**src/psm_pkg.sv**
```systemverilog
// psm_pkg: types, constants and arithmetic helpers shared by the point
// self-mask filter. No dependencies.
package psm_pkg;

    localparam int XFORM_WORDS = 24;
    localparam int BOX_WORDS   = 8;
    localparam int CYL_WORDS   = 6;

    localparam logic [1:0] K_POINT = 2'd0;
    localparam logic [1:0] K_XFORM = 2'd1;
    localparam logic [1:0] K_BOX   = 2'd2;
    localparam logic [1:0] K_CYL   = 2'd3;

    localparam logic [63:0] SAT63    = 64'h7FFF_FFFF_FFFF_FFFF;
    localparam logic [31:0] SQ_LIMIT = 32'd3037000499;

    typedef struct packed {
        logic [1:0]         kind;
        logic [4:0]         word_index;
        logic [2:0]         entry_index;
        logic [31:0]        word_value;
        logic signed [31:0] x;
        logic signed [31:0] y;
        logic signed [31:0] z;
        logic               point_valid;
        logic               last_point;
    } psm_item_t;

    function automatic logic signed [32:0] sx33(input logic [31:0] v);
        return {v[31], v};
    endfunction

    function automatic logic signed [35:0] sx36(input logic signed [32:0] v);
        return {{3{v[32]}}, v};
    endfunction

    function automatic logic signed [37:0] sx38(input logic [31:0] v);
        return {{6{v[31]}}, v};
    endfunction

    function automatic logic [31:0] sat32(input logic signed [35:0] v);
        logic ovf;
        ovf = (v[35:31] != 5'b00000) && (v[35:31] != 5'b11111);
        if (!ovf) begin
            return v[31:0];
        end
        return v[35] ? 32'h8000_0000 : 32'h7FFF_FFFF;
    endfunction

    // Q16.16 x Q2.30 product rounded back to Q16.16 (floor of p + 2^29)
    function automatic logic signed [35:0] mul_rnd(input logic signed [65:0] p);
        logic signed [65:0] t;
        t = p + 66'sd536870912;
        return t[65:30];
    endfunction

    function automatic logic [31:0] abs33(input logic signed [32:0] v);
        logic signed [32:0] n;
        n = v[32] ? -v : v;
        return n[31:0];
    endfunction

    function automatic logic [63:0] sq_term(input logic [31:0] a,
                                            input logic signed [65:0] p);
        return (a > SQ_LIMIT) ? SAT63 : p[63:0];
    endfunction

    function automatic logic [63:0] add_sat(input logic [63:0] a, input logic [63:0] b);
        logic [64:0] s;
        s = {1'b0, a} + {1'b0, b};
        return (s > {1'b0, SAT63}) ? SAT63 : s[63:0];
    endfunction

    function automatic logic signed [37:0] twice_abs(input logic signed [35:0] v);
        logic signed [37:0] e;
        e = {{2{v[35]}}, v};
        if (e < 0) begin
            e = -e;
        end
        return e <<< 1;
    endfunction

endpackage

```
**src/psm_queue.sv**
```systemverilog
// psm_queue: two-entry item queue between front and back end.
// Depends on psm_pkg.
module psm_queue import psm_pkg::*; (
    input  logic      aclk,
    input  logic      aresetn,
    input  logic      in_valid,
    output logic      in_ready,
    input  psm_item_t in_item,
    output logic      out_valid,
    input  logic      out_ready,
    output psm_item_t out_item
);

    psm_item_t  slot_reg [2];
    logic       wptr_reg, wptr_next;
    logic       rptr_reg, rptr_next;
    logic [1:0] cnt_reg, cnt_next;
    logic       do_push, do_pop;

    assign in_ready  = (cnt_reg != 2'd2);
    assign out_valid = (cnt_reg != 2'd0);
    assign out_item  = slot_reg[rptr_reg];
    assign do_push   = in_valid && in_ready;
    assign do_pop    = out_valid && out_ready;

    always_comb begin
        wptr_next = do_push ? ~wptr_reg : wptr_reg;
        rptr_next = do_pop ? ~rptr_reg : rptr_reg;
        cnt_next  = cnt_reg + 2'(do_push) - 2'(do_pop);
    end

    always_ff @(posedge aclk) begin
        if (!aresetn) begin
            wptr_reg <= 1'b0;
            rptr_reg <= 1'b0;
            cnt_reg  <= 2'd0;
        end else begin
            wptr_reg <= wptr_next;
            rptr_reg <= rptr_next;
            cnt_reg  <= cnt_next;
        end
    end

    always_ff @(posedge aclk) begin
        if (do_push) begin
            slot_reg[wptr_reg] <= in_item;
        end
    end

endmodule

```
**config.mk**
```make
export PLATFORM = sky130hd
export DESIGN_NAME = psm_queue
export DESIGN_NICKNAME = d
export VERILOG_FILES = /design/src/psm_pkg.sv /design/src/psm_queue.sv
export SDC_FILE = /design/constraint.sdc
export NUM_CORES = 1
export LEC_CHECK = 0
export BUFFER_PORTS_ARGS = -buffer_cell sky130_fd_sc_hd__buf_2
export CAP_MARGIN = 15
export CORE_ASPECT_RATIO = 1.5
export CORE_MARGIN = 10
export CORE_UTILIZATION = 39
export CTS_CLUSTER_DIAMETER = 50
export DETAILED_ROUTE_END_ITERATION = 10
export SYNTH_ARGS = -nofsm -noshare
export SYNTH_HDL_FRONTEND = slang
export SYNTH_SLANG_ARGS = --single-unit
export TNS_END_PERCENT = 30
```
**constraint.sdc**
```tcl
create_clock -name aclk -period 10.7 [get_ports aclk]
set_input_delay 2.14 -clock aclk [delete_from_list [all_inputs] [get_ports aclk]]
set_output_delay 2.14 -clock aclk [all_outputs]
set_load 0.03 [all_outputs]
```
==> results.toml, run 1 <==
[clock_tree]
clk-insertion-delay-late_ns = 0.54
cts.sinks = 285
root_buffer = "clkbuf_16"
ctsLongestPathBuffers = 3
cts_tree = "built"
clkSlewWorstSetupHoldPaths_ns = 0.06
ctsHoldBuffers = 0
cts_resized = 0
cts_made_buffers = 28
cts_setup_buffers = 0
htree_levels = 1

[worst_hold_path]
hp-class = "register to register"

[global_routing]
use_met3 = 0.0372
grt.total_usage = 0.125
grt_max_degree = 76
overflow = 0
first_global_vias = 5980
grt.busiest_layer = "met2"
grt_util_met2 = 0.234
antenna_found_initial = 7
use_met1 = 0.121
grt_pass1_wl_um = 33900

[die]
coreArea_mm2 = 0.0272
die_area_mm2 = 0.0348
die_x_um = 156
start_util = 0.395
die_y_um = 223
io_pins = 286
num_rows = 74

[logic_synthesis]
syn-num-nets = 606
synthDistinctLibCells = 19
syn-instance-count = 460
yosys_warnings = 0
synth_seq_cells = 285
netlist_area_mm2 = 0.0108
ys_seq_area_frac = 0.791
syn-mean-instance-area_um2 = 23.4

[placed_design]
gp_congestion = 0.737
dp_slack_ns = 6.08
port_buffers = 285
placed_area_mm2 = 0.0125
hpwlAfterDp_um = 16000

[critical_path]
worstPathMaxFanout = 60
cp-end-kind = "output pin"
r2r-end = "slot_reg[0][93]$_DFFE_PP_"
r2r.worst_path.cells = 5
critical_path_class = "register to output pin"
critPathCapture = "out_item[12]"
start_kind = "register"
cp.arrival_ns = 2.69
r2r_setup_slack_ns = 7.81
cp.required_ns = 8.56
rr_startpoint = "cnt_reg[0]$_SDFF_PN0_"

[finish]
final_area_mm2 = 0.0134
area_growth_pct = 24.9
largest_reg_flops = 280
seq_area_mm2 = 0.00851
drive_above_1_share = 0.608
fill_cells = 2320
multi_input_area_mm2 = 0.00209
nets = 910

[timing]
clock.fmax_ghz = 0.207
max-slew-margin-rel = 0.297
fin_ws_ns = 5.87
fin_setup_tns_ns = 0
hold_viol = 0
fin_worst_skew_ns = 0.00812
layout_min_cycle_time_ns = 4.83
maxSlewViolCount = 0
tightest_slew_ns = 1.05
rsz0062_at_grt = "false"
fin_crit_sh = 0.451
setup_violations = 0

[routing]
avgViaCountPerCell = 4.68
routedWlPerCell_um = 20.1
wl_um = 22800
via_count = 5299
drc = 0
first_iter_violations = 208
dr.pass1.iters = 4
postRouteAntennaNets = 0

[power]
vdd_ir_drop_max_mv = 0.236
p_leak_nw = 5.18
p_per_area_mw_per_mm2 = 256

[outcome]
status = "finished, final reports clean"

[flow_run]
cap_violations = 0
how the worst min path moves through the flow:
stage | from | end | depth (start not counted)
2_1_floorplan | wptr_reg$_SDFFE_PN0N_ | wptr_reg$_SDFFE_PN0N_ | 2
3_3_place_gp | wptr_reg$_SDFFE_PN0N_ | wptr_reg$_SDFFE_PN0N_ | 2
3_5_place_dp | wptr_reg$_SDFFE_PN0N_ | wptr_reg$_SDFFE_PN0N_ | 2
4_1_cts | wptr_reg$_SDFFE_PN0N_ | wptr_reg$_SDFFE_PN0N_ | 2
5_1_grt | wptr_reg$_SDFFE_PN0N_ | wptr_reg$_SDFFE_PN0N_ | 2
6_report | wptr_reg$_SDFFE_PN0N_ | wptr_reg$_SDFFE_PN0N_ | 2
per-layer routing:
| layer | vias to the layer above | wire length, µm |
|---|---|---|
| met1 | 2633 | 7460 |
| met5 | - | 7 |
| met4 | 2 | 665 |
| met3 | 38 | 1660 |
| li1 | 2442 | - |
| met2 | 184 | 13000 |
layout make-up:
| cell class | count | share of cell area |
|---|---|---|
| diodes | 6 | 0.00112 |
| flip-flops and latches | 285 | 0.634 |
| clock buffers | 31 | 0.0546 |
| clock inverters | 20 | 0.0138 |
| inverters | 1 | 0.000279 |
| repair buffers | 290 | 0.109 |
| well taps | 342 | 0.0318 |
| multi-input cells | 158 | 0.156 |
worst max-delay path, stage by stage, from the launching register on:
cell     delay, ns
dfxtp_4       0.64
buf_4         0.87
mux2_2        0.43
buf_2         0.18
kinds of logic after synthesis:
logic type	Yosys count	share of synthesized area
AO/OA/AOI/OAI	1	0.000698
XOR/XNOR	3	0.00244
adder cells (fa/ha/maj)	2	0.00233
buffers and inverters	17	0.0151
flip-flops	285	0.791
multiplexers	141	0.182
AND/OR/NAND/NOR	11	0.00570
Yosys cell counts:
cell type / count / area, µm²
edfxtp_1: 280 / 8410
mux2_4: 100 / 1500
mux2_2: 40 / 450
buf_6: 11 / 124
dfxtp_1: 5 / 100
buf_2: 4 / 20.0
xnor2_1: 3 / 26.3
and2_1: 2 / 12.5
ha_1: 2 / 25.0
nand2_1: 2 / 7.51
nand2b_1: 2 / 12.5
nor2b_1: 2 / 12.5
and3_1: 1 / 6.26
buf_8: 1 / 15.0
inv_1: 1 / 3.75
mux2i_1: 1 / 10.0
nor2_1: 1 / 3.75
o21a_1: 1 / 7.51
or2_2: 1 / 6.26
per-stage QoR:
stage | utilization | std cells | power, mW | hold WS, ns
6_report | 0.494 | 1133 | 3.44 | 0.524
5_1_grt | 0.494 | 1133 | 3.59 | 0.565
4_1_cts | 0.493 | 1127 | 3.50 | 0.527
3_5_place_dp | 0.459 | 1076 | 2.53 | 0.515
3_3_place_gp | 0.459 | 1076 | 2.51 | 0.512
2_1_floorplan | - | 460 | 2.28 | 0.455
cells in the final DEF (no fill, tap or decap), types with 2 or more instances in the layout:
master and instances:
clkinvlp_4 3, clkbuf_1 2, dfxtp_1 4, ha_1 2, xnor2_1 3, nand2_1 2, bufinv_16 3, mux2_4 100
diode_2 6, nor2b_1 2, buf_2 285, clkbuf_16 29, mux2_2 40, and2_1 2, edfxtp_1 280, buf_4 5
clkinv_2 6, clkinv_1 6, nand2b_1 2
power by group:
group	switching [mW]	internal [mW]
sequential	0.0504	1.41
clock	0.397	0.567
combinational	0.639	0.385
(Power assumes the default switching activity.)
==> run 2, diff against run 1 <==
Clock period 10.7 ns to 4.9 ns, I/O delays scaled along.
==> run 2 against run 1 <==
  * Final cell count fell by 0.18%
  * Via count fell by 0.70%
  * Worst setup slack got worse by 4.3 ns
  * Power rose by 110%
  * Sequential share of layout area rose by 0.12 points
  * Non-clock buffer count rose by 2
  * Count of clock-buffer cells in the layout did not move
  * Combinational power rose by 120%
  * Worst hold slack improved by 0.021 ns
  * Critical path depth did not move
  * Clock power rose by 100%
  * Wire length rose by 2.2%
  * Critical endpoint is now out_item[88]
==> results.toml, run 2 (synthesized netlist as in run 1, its figures left out) <==
[finish]
area_growth_pct = 24.7
largest_reg_flops = 280
drive_above_1_share = 0.607
finalNonFillerCells = 1131
nets = 912
seq_area_mm2 = 0.00851
mostFrequentLayoutCell = "buf_2"
layout_common_cells = "buf_2, edfxtp_1, mux2_4"
multi_input_area_mm2 = 0.00209
fill_cells = 2306

[timing]
clock.fmax_ghz = 0.296
setup_violations = 0
maxSlewViolCount = 0
rsz0062_at_grt = "false"
max-slew-margin-rel = 0.477
fin_worst_skew_ns = 0.0123
tightest_slew_ns = 0.784
fin_setup_tns_ns = 0
hold_viol = 0
layout_min_cycle_time_ns = 3.37
fin_crit_sh = 0.688
fin_hold_ws_ns = 0.545

[placed_design]
gp_congestion = 0.707
port_buffers = 285
dpl.cell_count = 1078
hpwlAfterDp_um = 16900

[critical_path]
slowest_stage = "dfxtp_4"
slowest_delay_ns = 0.83
r2r_setup_slack_ns = 2.90
cp.required_ns = 3.92
cp_top_family = "flip-flops"
cp-end-kind = "output pin"
crit_cells = 3
start_kind = "register"
worstPathMaxFanout = 50
r2r.worst_path.cells = 3
cp_cell_sequence = "buf_12 -> mux2_4 -> buf_2"
crit_buf_inv = 2
cp.arrival_ns = 2.39
critical_path_class = "register to output pin"

[routing]
avgViaCountPerCell = 4.65
first_iter_violations = 220
wl_um = 23300
routedWlPerCell_um = 20.6
via_count = 5262
postRouteAntennaNets = 0
dr.pass1.iters = 4
drc = 0

[clock_tree]
htree_levels = 1
clkSlewWorstSetupHoldPaths_ns = 0.06
cts.sinks = 285
cts_resized = 0
ctsLongestPathBuffers = 3
cts_setup_buffers = 0
cts_made_buffers = 28
clk-insertion-delay-late_ns = 0.53
cts_tree = "built"
ctsHoldBuffers = 0
root_buffer = "clkbuf_16"

[power]
p_per_area_mw_per_mm2 = 550
p_leak_nw = 5.17
vdd_ir_drop_max_mv = 0.373
power_mw = 7.38

[global_routing]
grt_pass1_wl_um = 34200
overflow = 0
first_global_vias = 5851
grt.total_usage = 0.128
antenna_found_initial = 6
grt_max_degree = 76

[die]
die_x_um = 156
coreArea_mm2 = 0.0272
num_rows = 74
die_area_mm2 = 0.0348
die_y_um = 223
start_util = 0.395
io_pins = 286

[worst_hold_path]
whs_path_depth = 2
hp-class = "register to register"

[outcome]
status = "finished, final reports clean"

[flow_run]
cap_violations = 0
## run 2: cell types whose count changed in the layout (fill, tap and decap cells not counted), sizes merged
cell      before  now
bufinv         3    0
clkinv        12   16
diode          6    3
buf          290  292
clkinvlp       3    1
## run 2: per-layer routing
| metal | routed length, µm | global-route usage | share of wire |
|---|---|---|---|
| met1 | 8240 | 0.131 | 0.35 |
| met2 | 12400 | 0.229 | 0.53 |
| met4 | 778 | 0.0575 | 0.033 |
| met3 | 1810 | 0.0431 | 0.078 |
| met5 | 36 | 0 | 0.0015 |
## run 2: cell type report
cell class | instances | share of cell area
Tap cell | 342 | 0.0319
Timing Repair Buffer | 292 | 0.113
Clock buffer | 31 | 0.0547
Multi-Input combinational cell | 158 | 0.156
Antenna cell | 3 | 0.000560
Clock inverter | 19 | 0.00849
Inverter | 1 | 0.000280
Sequential cell | 285 | 0.635
## run 2: power by group
| part | internal [mW] | switching, mW | leakage, nW |
|---|---|---|---|
| clock | 1.08 | 0.858 | 0.420 |
| sequential | 3.06 | 0.137 | 2.66 |
| combinational | 0.853 | 1.39 | 2.09 |
| total | 5.00 | 2.38 | 5.17 |
## run 2: per-stage QoR
stage	area (µm²)	util	worst slack [ns]
2_1_floorplan	10800	-	0.136
3_3_place_gp	12600	0.461	2.05
3_5_place_dp	12600	0.461	2.03
4_1_cts	13400	0.492	1.45
5_1_grt	13400	0.493	1.41
6_report	13400	0.493	1.53
## run 2: path summary, 6_finish.rpt
check,endpoint,start
max,out_item[88],register
min,register,rptr_reg$_SDFFE_PN0P_
max reg2reg,slot_reg[1][24]$_DFFE_PP_,cnt_reg[0]$_SDFF_PN0_
min reg2reg,register,rptr_reg$_SDFFE_PN0P_
## run 2: tightest hold or removal path, delay by kind of cell (launching register included)
kind,cells,cell delay [ns]
xor gates and xnor gates,1,0.09
DFF,1,0.33
and+or+nand+nor,1,0.10
==> run 3, diff against run 2 <==
Settings changed: ABC_AREA from default to 1.
Clock period 4.9 ns to 3.31 ns, I/O delays scaled along.
==> run 3 against run 2 <==
  * Sequential power grew 48%
  * Combinational power grew 47%
  * Register-to-register slack lost 1.4 ns
  * Count of clock-buffer cells in the layout grew 1
  * Critical path type unchanged
  * Global-route usage grew 0.30 points
  * Via count grew 1.6%
  * Clock skew shrank 0.0044 ns
  * Final cell count grew 1.3%
  * Core utilization grew 0.21 points
==> results.toml, run 3 <==
[outcome]
status = "finished, final reports clean"

[logic_synthesis]
yosys_warnings = 0
synth.most_common_cell = "edfxtp_1"
synth_edf_count = 280
synth.top_cells.by_count = "edfxtp_1, mux2_4, mux2_2, buf_6, nand2_1"
synth-simple-area-share = 0.00733
synth-compound-area-share = 0.000930
synth_seq_cells = 285
synth_top_family_by_area = "multiplexers"
syn-mean-instance-area_um2 = 22.8
synthDistinctLibCells = 13
async_reset_ff_frac = 0
ys.flop_type = "edfxtp_1"
syn-num-nets = 618
synth_xor_area_frac = 0
syn-instance-count = 472
synth_top_area_frac = 0.781
synth_area_leaders = "edfxtp_1, mux2_4, mux2_2"
ys_seq_area_frac = 0.791
netlist_area_mm2 = 0.0108
synth_fa_ha_area_frac = 0.00233
synth_area_leader_cell = "edfxtp_1"
muxShareOfSynthArea = 0.181

[clock_tree]
cts_setup_buffers = 0
cts_tree = "built"
cts_made_buffers = 28
cts.sinks = 285
clk-insertion-delay-late_ns = 0.53
root_buffer = "clkbuf_16"
ctsHoldBuffers = 0
cts_resized = 0
htree_levels = 1
ctsLongestPathBuffers = 3
clkSlewWorstSetupHoldPaths_ns = 0.06

[timing]
fin_crit_sh = 0.854
setup_violations = 0
clock.fmax_ghz = 0.354
fin_worst_skew_ns = 0.00787
rsz0062_at_grt = "false"
tightest_slew_ns = 0.690
maxSlewViolCount = 0
max-slew-margin-rel = 0.540
layout_min_cycle_time_ns = 2.83
fin_ws_ns = 0.484
fin_setup_tns_ns = 0
hold_viol = 0

[routing]
via_count = 5346
avgViaCountPerCell = 4.66
first_iter_violations = 181
drc = 0
routedWlPerCell_um = 20.5
postRouteAntennaNets = 0
dr.pass1.iters = 4
wl_um = 23500

[die]
start_util = 0.395
die_x_um = 156
io_pins = 286
die_y_um = 223
coreArea_mm2 = 0.0272
die_area_mm2 = 0.0348
num_rows = 74

[critical_path]
r2r-end = "slot_reg[0][62]$_DFFE_PP_"
worstPathMaxFanout = 49
rr_startpoint = "cnt_reg[0]$_SDFF_PN0_"
start_kind = "register"
cp-end-kind = "output pin"
cp.required_ns = 2.65
r2r.worst_path.cells = 5
critical_path_class = "register to output pin"
cp.arrival_ns = 2.16
r2r_setup_slack_ns = 1.54

[placed_design]
hpwlAfterDp_um = 16800
dp_slack_ns = 1.00
port_buffers = 285
gp_congestion = 0.748

[worst_hold_path]
min_to = "slot_reg[0][82]$_DFFE_PP_"
worstHoldStart = "in_item[82]"
hp-class = "input pin to register"
whs_path_depth = 1

[global_routing]
overflow = 0
grt_pass1_wl_um = 35700
grt_max_degree = 112
first_global_vias = 6139
grt.total_usage = 0.131
antenna_found_initial = 7

[finish]
seq_area_mm2 = 0.00851
layout_common_cells = "buf_2, edfxtp_1, mux2_4"
largest_reg_flops = 280
fill_cells = 2327
nets = 925
mostFrequentLayoutCell = "buf_2"
multi_input_area_mm2 = 0.00208
drive_above_1_share = 0.600
area_growth_pct = 25.2

[power]
vdd_ir_drop_max_mv = 0.479
p_per_area_mw_per_mm2 = 816
p_leak_nw = 5.21

[flow_run]
cap_violations = 0
==> run 3: layer usage <==
metal / track usage / wire [µm] / share of wire / up-vias
met5: 0 / 27 / 0.0012 / -
met4: 0.0448 / 556 / 0.024 / 4
met3: 0.0479 / 1940 / 0.083 / 37
met2: 0.236 / 12700 / 0.54 / 195
met1: 0.135 / 8270 / 0.35 / 2634
li1: - / - / - / 2476
==> run 3: critical path, cell delays in order, from the launching register on <==
cell	delay, ns
dfxtp_4	0.66
buf_12	0.36
mux2_2	0.39
buf_2	0.18
==> run 3: logic make-up after synthesis <==
family | count (synthesis)
flops | 285
mux | 140
buf+inv | 23
simple gates | 20
compound gates | 2
fa+ha+maj | 2
==> run 3: cell type report <==
cell class,count,area share
Clock buffer,32,0.0547
Multi-Input combinational cell,164,0.154
Tap cell,342,0.0318
Inverter,7,0.00223
Sequential cell,285,0.632
Timing Repair Buffer,293,0.115
Clock inverter,19,0.00929
Antenna cell,4,0.000743
==> run 3: worst max-delay path by stage <==
stage,start,to,depth (start not counted)
2_1_floorplan,in_valid,slot_reg[0][0]$_DFFE_PP_,2
3_3_place_gp,register,out_item[5],3
3_5_place_dp,register,out_item[0],3
4_1_cts,register,out_item[0],3
5_1_grt,register,out_item[3],3
6_report,register,out_item[3],3
==> run 3: through the flow <==
stage / cells / hold WS [ns] / total power, mW / area [µm²] / util
3_3_place_gp: 1091 / 0.489 / 8.11 / 12600 / 0.463
2_1_floorplan: 472 / 0.467 / 7.28 / 10800 / -
6_report: 1146 / 0.314 / 11.0 / 13500 / 0.495
3_5_place_dp: 1091 / 0.513 / 8.19 / 12600 / 0.463
4_1_cts: 1142 / 0.274 / 11.2 / 13500 / 0.494
5_1_grt: 1144 / 0.287 / 11.5 / 13500 / 0.495
==> run 3: report_power, final <==
part / switching (mW) / internal [mW]
Sequential: 0.173 / 4.57
Clock: 1.27 / 1.67
Combinational: 2.08 / 1.23
